`src/sv/clcd_pkg.sv`:
```
package clcd_pkg;

  localparam int STEP_W = 5;
  localparam int CFG_IDX_W = 3;
  localparam int CFG_DATA_W = 7;

  localparam logic [2:0] OP_DATA = 3'd0;
  localparam logic [2:0] OP_COMMAND = 3'd1;
  localparam logic [2:0] OP_CLEAR = 3'd2;
  localparam logic [2:0] OP_HOME = 3'd3;
  localparam logic [2:0] OP_CURSOR = 3'd4;
  localparam logic [2:0] OP_INIT = 3'd5;

  localparam logic [CFG_IDX_W-1:0] REG_FUNCTION = 3'd0;
  localparam logic [CFG_IDX_W-1:0] REG_LINES = 3'd1;
  localparam logic [CFG_IDX_W-1:0] REG_ROW0 = 3'd2;
  localparam logic [CFG_IDX_W-1:0] REG_ROW1 = 3'd3;
  localparam logic [CFG_IDX_W-1:0] REG_ROW2 = 3'd4;
  localparam logic [CFG_IDX_W-1:0] REG_ROW3 = 3'd5;

  localparam logic [7:0] CMD_CLEAR = 8'h01;
  localparam logic [7:0] CMD_HOME = 8'h02;
  localparam logic [7:0] CMD_ENTRY = 8'h06;
  localparam logic [7:0] CMD_DISPLAY_ON = 8'h0C;
  localparam logic [7:0] CMD_FUNC = 8'h20;
  localparam logic [7:0] CMD_DDRAM = 8'h80;
  localparam logic [7:0] NIB_WAKE = 8'h03;
  localparam logic [7:0] NIB_4BIT = 8'h02;
  localparam logic [5:0] POWERUP_MS = 6'd60;

  typedef struct packed {
    logic [4:0]      function_bits;
    logic [2:0]      line_count;
    logic [3:0][6:0] row_offset;
  } cfg_t;

  // Transfer shape of one microstep
  typedef enum logic [1:0] {
    MODE_BYTE,
    MODE_NIBBLE,
    MODE_POWER
  } mode_t;

  // Byte that one microstep sends
  typedef enum logic [3:0] {
    SRC_VALUE,
    SRC_CLEAR,
    SRC_HOME,
    SRC_CURSOR,
    SRC_FUNC,
    SRC_DISPLAY,
    SRC_ENTRY,
    SRC_WAKE,
    SRC_4BIT,
    SRC_ZERO
  } src_t;

  typedef enum logic [1:0] {
    JMP_NONE,
    JMP_ALWAYS,
    JMP_BUS8
  } jmp_t;

  typedef struct packed {
    mode_t             mode;
    src_t              src;
    logic [2:0]        extra;
    logic              rs;
    logic              fin;
    jmp_t              jmp;
    logic [STEP_W-1:0] target;
  } ucode_t;

  localparam logic [STEP_W-1:0] STEP_DATA = 5'd0;
  localparam logic [STEP_W-1:0] STEP_COMMAND = 5'd1;
  localparam logic [STEP_W-1:0] STEP_CLEAR = 5'd2;
  localparam logic [STEP_W-1:0] STEP_HOME = 5'd3;
  localparam logic [STEP_W-1:0] STEP_CURSOR = 5'd4;
  localparam logic [STEP_W-1:0] STEP_INIT = 5'd5;
  localparam logic [STEP_W-1:0] STEP_INIT8 = 5'd10;
  localparam logic [STEP_W-1:0] STEP_TAIL = 5'd13;

  function automatic ucode_t uword(input mode_t mode, input src_t src,
                                   input logic [2:0] extra, input logic rs,
                                   input logic fin, input jmp_t jmp,
                                   input logic [STEP_W-1:0] target);
    ucode_t w;
    w.mode = mode;
    w.src = src;
    w.extra = extra;
    w.rs = rs;
    w.fin = fin;
    w.jmp = jmp;
    w.target = target;
    return w;
  endfunction

  // Control store: single-step programs for the simple operations, then the
  // power-up program with its four-bit and eight-bit branches.
  function automatic ucode_t ucode(input logic [STEP_W-1:0] step);
    ucode_t w;
    unique case (step)
      5'd0:  w = uword(MODE_BYTE, SRC_VALUE, 3'd0, 1'b1, 1'b1, JMP_NONE, '0);
      5'd1:  w = uword(MODE_BYTE, SRC_VALUE, 3'd0, 1'b0, 1'b1, JMP_NONE, '0);
      5'd2:  w = uword(MODE_BYTE, SRC_CLEAR, 3'd2, 1'b0, 1'b1, JMP_NONE, '0);
      5'd3:  w = uword(MODE_BYTE, SRC_HOME, 3'd2, 1'b0, 1'b1, JMP_NONE, '0);
      5'd4:  w = uword(MODE_BYTE, SRC_CURSOR, 3'd0, 1'b0, 1'b1, JMP_NONE, '0);
      5'd5:  w = uword(MODE_POWER, SRC_ZERO, 3'd0, 1'b0, 1'b0, JMP_BUS8, STEP_INIT8);
      5'd6:  w = uword(MODE_NIBBLE, SRC_WAKE, 3'd5, 1'b0, 1'b0, JMP_NONE, '0);
      5'd7:  w = uword(MODE_NIBBLE, SRC_WAKE, 3'd1, 1'b0, 1'b0, JMP_NONE, '0);
      5'd8:  w = uword(MODE_NIBBLE, SRC_WAKE, 3'd1, 1'b0, 1'b0, JMP_NONE, '0);
      5'd9:  w = uword(MODE_NIBBLE, SRC_4BIT, 3'd0, 1'b0, 1'b0, JMP_ALWAYS, STEP_TAIL);
      5'd10: w = uword(MODE_BYTE, SRC_FUNC, 3'd6, 1'b0, 1'b0, JMP_NONE, '0);
      5'd11: w = uword(MODE_BYTE, SRC_FUNC, 3'd1, 1'b0, 1'b0, JMP_NONE, '0);
      5'd12: w = uword(MODE_BYTE, SRC_FUNC, 3'd0, 1'b0, 1'b0, JMP_NONE, '0);
      5'd13: w = uword(MODE_BYTE, SRC_FUNC, 3'd0, 1'b0, 1'b0, JMP_NONE, '0);
      5'd14: w = uword(MODE_BYTE, SRC_DISPLAY, 3'd0, 1'b0, 1'b0, JMP_NONE, '0);
      5'd15: w = uword(MODE_BYTE, SRC_CLEAR, 3'd2, 1'b0, 1'b0, JMP_NONE, '0);
      5'd16: w = uword(MODE_BYTE, SRC_ENTRY, 3'd0, 1'b0, 1'b1, JMP_NONE, '0);
      default: w = uword(MODE_POWER, SRC_ZERO, 3'd0, 1'b0, 1'b1, JMP_NONE, '0);
    endcase
    return w;
  endfunction

endpackage

```
`src/sv/clcd_cfg_regs.sv`:
```
module clcd_cfg_regs
  import clcd_pkg::*;
(
  input  logic                  clk,
  input  logic                  rst,
  input  logic                  wr_en,
  input  logic [CFG_IDX_W-1:0]  wr_index,
  input  logic [CFG_DATA_W-1:0] wr_data,
  output cfg_t                  cfg
);

  always_ff @(posedge clk) begin
    if (rst) begin
      cfg.function_bits <= 5'd8;
      cfg.line_count <= 3'd2;
      cfg.row_offset[0] <= 7'd0;
      cfg.row_offset[1] <= 7'd64;
      cfg.row_offset[2] <= 7'd16;
      cfg.row_offset[3] <= 7'd80;
    end else if (wr_en) begin
      unique case (wr_index)
        REG_FUNCTION: cfg.function_bits <= wr_data[4:0];
        REG_LINES:    cfg.line_count <= wr_data[2:0];
        REG_ROW0:     cfg.row_offset[0] <= wr_data;
        REG_ROW1:     cfg.row_offset[1] <= wr_data;
        REG_ROW2:     cfg.row_offset[2] <= wr_data;
        REG_ROW3:     cfg.row_offset[3] <= wr_data;
        default: ;
      endcase
    end
  end

endmodule

```
`src/sv/clcd_operand.sv`:
```
module clcd_operand
  import clcd_pkg::*;
#(
  parameter int MAX_ROWS = 4
) (
  input  logic       clk,
  input  logic       load,
  input  logic [7:0] value,
  input  logic [7:0] column,
  input  logic [7:0] row,
  input  cfg_t       cfg,
  input  src_t       src,
  output logic [7:0] byte_out
);

  logic [7:0] value_q;
  logic [7:0] column_q;
  logic [7:0] row_q;
  logic [7:0] row_max;
  logic [7:0] row_lines;
  logic [7:0] row_sat;
  logic [7:0] lines;
  logic [7:0] cursor;

  always_ff @(posedge clk) begin
    if (load) begin
      value_q <= value;
      column_q <= column;
      row_q <= row;
    end
  end

  // Saturate the row at the table size, then the line count, then the four offsets
  always_comb begin
    lines = (cfg.line_count == 3'd0) ? 8'd1 : {5'd0, cfg.line_count};
    row_max = (row_q >= 8'(MAX_ROWS)) ? 8'(MAX_ROWS - 1) : row_q;
    row_lines = (row_max >= lines) ? lines - 8'd1 : row_max;
    row_sat = (row_lines > 8'd3) ? 8'd3 : row_lines;
    cursor = CMD_DDRAM | (column_q + {1'b0, cfg.row_offset[row_sat[1:0]]});
  end

  always_comb begin
    unique case (src)
      SRC_VALUE:   byte_out = value_q;
      SRC_CLEAR:   byte_out = CMD_CLEAR;
      SRC_HOME:    byte_out = CMD_HOME;
      SRC_CURSOR:  byte_out = cursor;
      SRC_FUNC:    byte_out = CMD_FUNC | {3'd0, cfg.function_bits};
      SRC_DISPLAY: byte_out = CMD_DISPLAY_ON;
      SRC_ENTRY:   byte_out = CMD_ENTRY;
      SRC_WAKE:    byte_out = NIB_WAKE;
      SRC_4BIT:    byte_out = NIB_4BIT;
      default:     byte_out = 8'd0;
    endcase
  end

endmodule

```
`src/sv/clcd_sequencer.sv`:
```
module clcd_sequencer
  import clcd_pkg::*;
(
  input  logic        clk,
  input  logic        rst,
  input  logic        start,
  input  logic [2:0]  op,
  input  logic        bus8,
  input  logic [7:0]  byte_in,
  output src_t        src,
  output logic        ready,
  output logic        out_valid,
  input  logic        out_ready,
  output logic        out_rs,
  output logic        out_en,
  output logic [7:0]  out_bus,
  output logic [5:0]  out_hold,
  output logic        out_last
);

  logic              busy;
  logic [STEP_W-1:0] step;
  logic              nib;
  logic [1:0]        phase;
  ucode_t            cw;
  logic              fire;
  logic              final_xfer;
  logic              step_done;
  logic              snap_en;
  logic [7:0]        snap_bus;
  logic [5:0]        snap_hold;
  logic              snap_last;
  logic [STEP_W-1:0] step_next;

  assign cw = ucode(step);
  assign src = cw.src;
  assign fire = busy && (!out_valid || out_ready);
  assign ready = !busy || (fire && snap_last);

  always_comb begin
    final_xfer = (cw.mode != MODE_BYTE) || bus8 || nib;
    step_done = (cw.mode == MODE_POWER) || (phase == 2'd2 && final_xfer);
    snap_last = step_done && cw.fin;
    if (cw.mode == MODE_POWER) begin
      snap_en = 1'b0;
      snap_bus = 8'd0;
      snap_hold = POWERUP_MS;
    end else begin
      snap_en = (phase == 2'd1);
      if (cw.mode == MODE_BYTE && bus8) begin
        snap_bus = byte_in;
      end else if (cw.mode == MODE_BYTE && !nib) begin
        snap_bus = {4'd0, byte_in[7:4]};
      end else begin
        snap_bus = {4'd0, byte_in[3:0]};
      end
      snap_hold = step_done ? 6'd1 + {3'd0, cw.extra} : 6'd1;
    end
    priority case (cw.jmp)
      JMP_ALWAYS: step_next = cw.target;
      JMP_BUS8:   step_next = bus8 ? cw.target : step + STEP_W'(1);
      default:    step_next = step + STEP_W'(1);
    endcase
  end

  // A new item only arrives as the last snapshot of the previous one is loaded,
  // so the start branch takes over everything that snapshot would have set
  always_ff @(posedge clk) begin
    if (rst) begin
      busy <= 1'b0;
      step <= '0;
      nib <= 1'b0;
      phase <= 2'd0;
    end else if (start) begin
      phase <= 2'd0;
      nib <= 1'b0;
      priority case (op)
        OP_DATA:    begin busy <= 1'b1; step <= STEP_DATA; end
        OP_COMMAND: begin busy <= 1'b1; step <= STEP_COMMAND; end
        OP_CLEAR:   begin busy <= 1'b1; step <= STEP_CLEAR; end
        OP_HOME:    begin busy <= 1'b1; step <= STEP_HOME; end
        OP_CURSOR:  begin busy <= 1'b1; step <= STEP_CURSOR; end
        OP_INIT:    begin busy <= 1'b1; step <= STEP_INIT; end
        default:    busy <= 1'b0;
      endcase
    end else if (fire) begin
      if (step_done) begin
        phase <= 2'd0;
        nib <= 1'b0;
        if (cw.fin) begin
          busy <= 1'b0;
        end else begin
          step <= step_next;
        end
      end else if (phase == 2'd2) begin
        phase <= 2'd0;
        nib <= 1'b1;
      end else begin
        phase <= phase + 2'd1;
      end
    end
  end

  always_ff @(posedge clk) begin
    if (rst) begin
      out_valid <= 1'b0;
    end else if (fire) begin
      out_valid <= 1'b1;
    end else if (out_ready) begin
      out_valid <= 1'b0;
    end
  end

  always_ff @(posedge clk) begin
    if (fire) begin
      out_rs <= cw.rs;
      out_en <= snap_en;
      out_bus <= snap_bus;
      out_hold <= snap_hold;
      out_last <= snap_last;
    end
  end

endmodule

```
`src/sv/char_lcd_bus_sequencer.sv`:
```
// Channel   Direction  Handshake                 Payload
// s_*       in         s_tvalid / s_tready       tuser operation, tdata value/column/row
// m_*       out        m_tvalid / m_tready       tuser register_select, tdata snapshot, tlast
// cfg_*     in         cfg_valid / cfg_ready     cfg_index, cfg_data
//
// One pin snapshot leaves per cycle while the sink is ready; an operation has
// 3 or 6 snapshots per byte (37 for a 4-bit initialise), and the next item is
// taken in the cycle its last snapshot is loaded. The microcode step counter
// walks one phase a cycle while the sink is ready.
// A stalled sink holds the output register and freezes the step counter.
// Reset (synchronous) restores the register defaults and empties the output.
module char_lcd_bus_sequencer
  import clcd_pkg::*;
#(
  parameter int MAX_ROWS = 4
) (
  input  logic                  clk,
  input  logic                  rst,
  input  logic                  s_tvalid,
  output logic                  s_tready,
  input  logic [23:0]           s_tdata,   // value[7:0], column[15:8], row[23:16]
  input  logic [2:0]            s_tuser,   // operation[2:0]
  output logic                  m_tvalid,
  input  logic                  m_tready,
  output logic [15:0]           m_tdata,   // read_write[0], enable_level[1],
                                           // bus_value[9:2], hold_ms[15:10]
  output logic                  m_tuser,   // register_select[0]
  output logic                  m_tlast,
  input  logic                  cfg_valid,
  output logic                  cfg_ready,
  input  logic [CFG_IDX_W-1:0]  cfg_index,
  input  logic [CFG_DATA_W-1:0] cfg_data
);

  cfg_t       cfg;
  src_t       src;
  logic       s_accept;
  logic [7:0] byte_sel;
  logic       out_en;
  logic [7:0] out_bus;
  logic [5:0] out_hold;

  // Register writes land at once; the host must write only while the block is idle (not enforced here)
  assign cfg_ready = 1'b1;
  assign s_accept = s_tvalid && s_tready;

  clcd_cfg_regs u_cfg (
    .clk      (clk),
    .rst      (rst),
    .wr_en    (cfg_valid && cfg_ready),
    .wr_index (cfg_index),
    .wr_data  (cfg_data),
    .cfg      (cfg)
  );

  // Hold the item fields and form the byte each microstep asks for
  clcd_operand #(
    .MAX_ROWS (MAX_ROWS)
  ) u_operand (
    .clk      (clk),
    .load     (s_accept),
    .value    (s_tdata[7:0]),
    .column   (s_tdata[15:8]),
    .row      (s_tdata[23:16]),
    .cfg      (cfg),
    .src      (src),
    .byte_out (byte_sel)
  );

  // Walk the control store, splitting bytes into nibbles and enable phases
  clcd_sequencer u_seq (
    .clk       (clk),
    .rst       (rst),
    .start     (s_accept),
    .op        (s_tuser),
    .bus8      (cfg.function_bits[4]),
    .byte_in   (byte_sel),
    .src       (src),
    .ready     (s_tready),
    .out_valid (m_tvalid),
    .out_ready (m_tready),
    .out_rs    (m_tuser),
    .out_en    (out_en),
    .out_bus   (out_bus),
    .out_hold  (out_hold),
    .out_last  (m_tlast)
  );

  // Read/write pin always drives write
  assign m_tdata = {out_hold, out_bus, out_en, 1'b0};

endmodule

```
`config.mk`:
```
export PLATFORM = sky130hd
export DESIGN_NAME = char_lcd_bus_sequencer
export DESIGN_NICKNAME = d
export VERILOG_FILES = /design/src/sv/clcd_pkg.sv /design/src/sv/clcd_cfg_regs.sv /design/src/sv/clcd_operand.sv /design/src/sv/clcd_sequencer.sv /design/src/sv/char_lcd_bus_sequencer.sv
export SDC_FILE = /design/constraint.sdc
export NUM_CORES = 1
export LEC_CHECK = 0
export ABC_AREA = 1
export ABC_CLOCK_PERIOD_IN_PS = 11800
export CELL_PAD_IN_SITES_DETAIL_PLACEMENT = 0
export CELL_PAD_IN_SITES_GLOBAL_PLACEMENT = 1
export CORE_MARGIN = 8
export CORE_UTILIZATION = 51
export DETAILED_ROUTE_END_ITERATION = 12
export DONT_BUFFER_PORTS = 1
export HOLD_SLACK_MARGIN = 0.06
export PLACE_DENSITY_LB_ADDON = 0.08
export SLEW_MARGIN = 15
export SYNTH_ARGS = -nofsm -noshare
export SYNTH_HDL_FRONTEND = slang
export SYNTH_SLANG_ARGS = --single-unit
```
`constraint.sdc`:
```
create_clock -name clk -period 11.8 [get_ports clk]
set_input_delay 1.18 -clock clk [delete_from_list [all_inputs] [get_ports clk]]
set_output_delay 1.18 -clock clk [all_outputs]
set_load 0.02 [all_outputs]
```
==> run summary <==
Initial Util: 51.72%
Std-Cell Rows: 36
CP startpoint kind: register
Worst EP arrival: 4.67 ns
Worst-Margin Slew: 0.9533 ns
Worst rel slew slack: 36.38%
Family with the most delay on the worst path: compound AO/OA/AOI/OAI gates
Number of port buffers: 0
Clock transition at the registers of the reported paths: 0.09 ns
Die area: 13140 µm²
CTS Hold Bufs: 0
Via density: 5.032
# nets final: 667
Post-DP Area: 5065 µm²
Setup violations, final: 0
Average instance area after synthesis: 8.284 µm²
Final ANT Viol Nets: 0
FF-to-FF setup slack: 7.26 ns
Clock Latency Late Sink: 0.37 ns
FF-to-FF End: u_seq.out_bus[2]
Width of the die: 114.6 µm
Worst VDD drop: 0.0001060 V
Yosys warnings: 0
EDFF count, synth: 39
CP Class: reg2reg
Remaining DRCs: 0
RR Startpoint: u_operand.row_q[7]
Pin count of the biggest net entering global routing: 45
Unrepaired setup endpoints after global routing: no
P&R area growth vs syn: 6.631%
Power per cell area: 141.0 nW/µm²
CTS Buffer Depth: 2
Leakage power: 2.391 nW
1st-pass router iterations: 4
Depth of the worst hold-timing path: 0
Ys flop type: dfxtp_1
CTS buffer count: 9
Most common cell after layout, fill and taps aside: nand2_1
Critical path's largest stage delay: 0.40 ns
Root Buffer: clkbuf_8
Util after Layout: 55.15%
Reg power frac: 53.2%
I/O pins: 63
CP bufs+invs: 2
Worst reg2reg path depth: 24
Die height: 114.6 µm
Global route overflow: 0
Final Skew: 0.01886 ns
CTS Sinks: 99
Post-CTS Setup Bufs: 0
CTS tree: done
Number of global-route vias before repair: 3555
Hold_ws: 0.4145 ns
Worst hold endpoint: u_seq.out_rs
P_int: 538.7 µW
Fin area: 5291 µm²
Register area share after synthesis: 47.81%
Status: complete, no violations
Total track usage: 17.39%
Detail Placement HPWL: 7916 µm
Initial antenna violation count: 0
Sum Neg Setup Slack: 0 ns
Core area: 9594 µm²
Syn Inst Count: 599
Sw Ratio: 27.77%
CP Data Required Time: 11.93 ns
Final period util: 38.46%
Critical path, cell by cell: nor2_1, nand3_1, or2_2, ha_1, nand2_1, nand2_1, a21oi_1, nand2_1, o21ai_1, o21ai_0, o22ai_1, ha_1, inv_1, fa_1, o21ai_0, nand2_1, a21oi_1, o21ai_0, nand2_1, nand3_1, nand3_1, nand3_1, nand2_1, inv_1
MaxCap Viol Count: 0
N_diodes: 0
WL final: 10600 µm
Most frequent cells in the layout: nand2_1 (100), nor2_1 (99), inv_1 (76)
Crit. End Element: register
# resized after CTS: 0
Distinct cells, synth: 42
CTS H-Tree Depth: 3
Via count: 3719
DR iter-0 viols: 238
First-pass GRT wire length: 17800 µm
Clk pwr share: 31.0%
Max Fanout on Critical Path: 8
P_sw: 207.1 µW
Final Hold Viols: 0
Pwr Total: 745.9 µW
FFs w/ async S/R, synth: 0%
CP most frequent cell: nand2_1
# fillers: 905
Slew Limit Fails: 0
Highest-delay cell along the critical path: fa_1
Layout cell share with drive strength beyond 1: 8.581%
Min-delay src: u_seq.cw[8]
Gpl congestion: 0.8290
Peak Freq: 220.4 MHz
Wire per inst: 14.35 µm
Mapped Area: 4962 µm²
Gate power share: 15.9%
Final min period: 4.538 ns
Hold WC Path Type: reg2reg
Synth Register Bits: 99
-- cells in the mapped netlist (2+ instances only) --
cell | count | share of area, %
nand2_1 | 100 | 7.6
nor2_1 | 99 | 7.5
inv_1 | 76 | 5.7
dfxtp_1 | 60 | 24
o21ai_0 | 57 | 5.7
edfxtp_1 | 39 | 24
nand3_1 | 31 | 3.1
a21oi_1 | 26 | 2.6
ha_1 | 23 | 5.8
nand3_2 | 8 | 1.6
o211ai_1 | 7 | 1.1
nand2_4 | 6 | 1.4
clkbuf_1 | 5 | 0.38
nand2_2 | 5 | 0.63
o22ai_1 | 5 | 0.63
buf_4 | 4 | 0.61
inv_2 | 4 | 0.30
nand3b_1 | 4 | 0.61
nand4_1 | 4 | 0.50
nor3_1 | 4 | 0.40
or2_2 | 4 | 0.50
buf_6 | 3 | 0.68
conb_1 | 2 | 0.15
nand3_4 | 2 | 0.71
o21ai_2 | 2 | 0.35
xnor2_1 | 2 | 0.35
xor2_1 | 2 | 0.35
-- cell type report --
class	instances	area [µm²]	area share [%]
timing repair buffer	2	15.01	0.2838
sequential	99	2372	44.83
clock buffer	14	216.5	4.091
multi-input combinational	408	2207	41.71
inverter	81	304.0	5.746
tap	133	166.4	3.145
clock inverter	2	10.01	0.1892
-- registers in the layout, indices dropped and copies added (netlist names) --
register,flops
u_operand.row_q,8
u_cfg.cfg,36
u_seq.out_last,1
u_seq.out_rs,1
u_seq.step,5
u_seq.nib,1
u_operand.value_q,8
u_seq.cw,14
u_seq.phase,2
u_seq.busy,1
u_seq.out_en,1
u_seq.out_valid,1
u_seq.out_hold,5
u_seq.out_bus,8
u_operand.column_q,7
-- worst register-to-register path, stage by stage, from the launching register on --
cell	delay, ns
edfxtp_1	0.37
nor2_1	0.12
nand3_1	0.10
or2_2	0.30
ha_1	0.29
nand2_1	0.07
nand2_1	0.06
a21oi_1	0.25
nand2_1	0.09
o21ai_1	0.36
o21ai_0	0.19
o22ai_1	0.28
ha_1	0.21
inv_1	0.05
fa_1	0.40
o21ai_0	0.30
nand2_1	0.08
a21oi_1	0.18
o21ai_0	0.10
nand2_1	0.09
nand3_1	0.09
nand3_1	0.14
nand3_1	0.08
nand2_1	0.07
inv_1	0.04
-- power by group through the flow --
stage	clock [mW]	combinational, mW	sequential, mW
floorplan	0	0.0972	0.400
global placement	0	0.117	0.405
detailed placement	0	0.119	0.405
CTS	0.239	0.120	0.397
global route	0.253	0.138	0.399
finish	0.231	0.118	0.397
-- how the worst max path moves through the flow --
stage	startpoint	end	slack [ns]	depth (start not counted)
4_1_cts	u_operand.row_q[7]	u_seq.out_bus[2]	7.25	24
6_report	u_operand.row_q[7]	u_seq.out_bus[2]	7.26	24
2_1_floorplan	u_operand.row_q[4]	u_seq.out_bus[2]	7.87	25
3_5_place_dp	u_operand.row_q[7]	u_seq.out_bus[2]	7.27	24
3_3_place_gp	u_operand.row_q[4]	u_seq.out_bus[2]	7.28	24
5_1_grt	u_operand.row_q[5]	u_seq.out_bus[2]	6.66	24
-- layer usage --
layer | GRT usage (%) | part of all wire, %
met1 | 22.32 | 48
met2 | 27.28 | 45
met3 | 5.591 | 5.6
met4 | 4.969 | 1.3
met5 | 0 | 0
-- cells by family (layout without fill, tap and decap cells) --
logic type / after synthesis / count (layout) / share of synthesized area (%)
and+or+nand+nor: 271 / 271 / 25.39
AOI/OAI and AO/OA: 106 / 106 / 11.95
DFF: 99 / 99 / 47.81
buffers and inverters: 93 / 99 / 7.791
adders and majority gates: 24 / 24 / 6.203
xor gates and xnor gates: 4 / 4 / 0.7061
other: 2 / 3 / 0.1513
-- through the flow --
stage                     setup slack [ns]  cells
after floorplan                      7.867    600
after global placement               7.285    723
after detailed placement             7.267    723
after CTS                            7.250    739
after global routing                 6.664    739
final                                7.262    739
(Power assumes the default switching activity.)
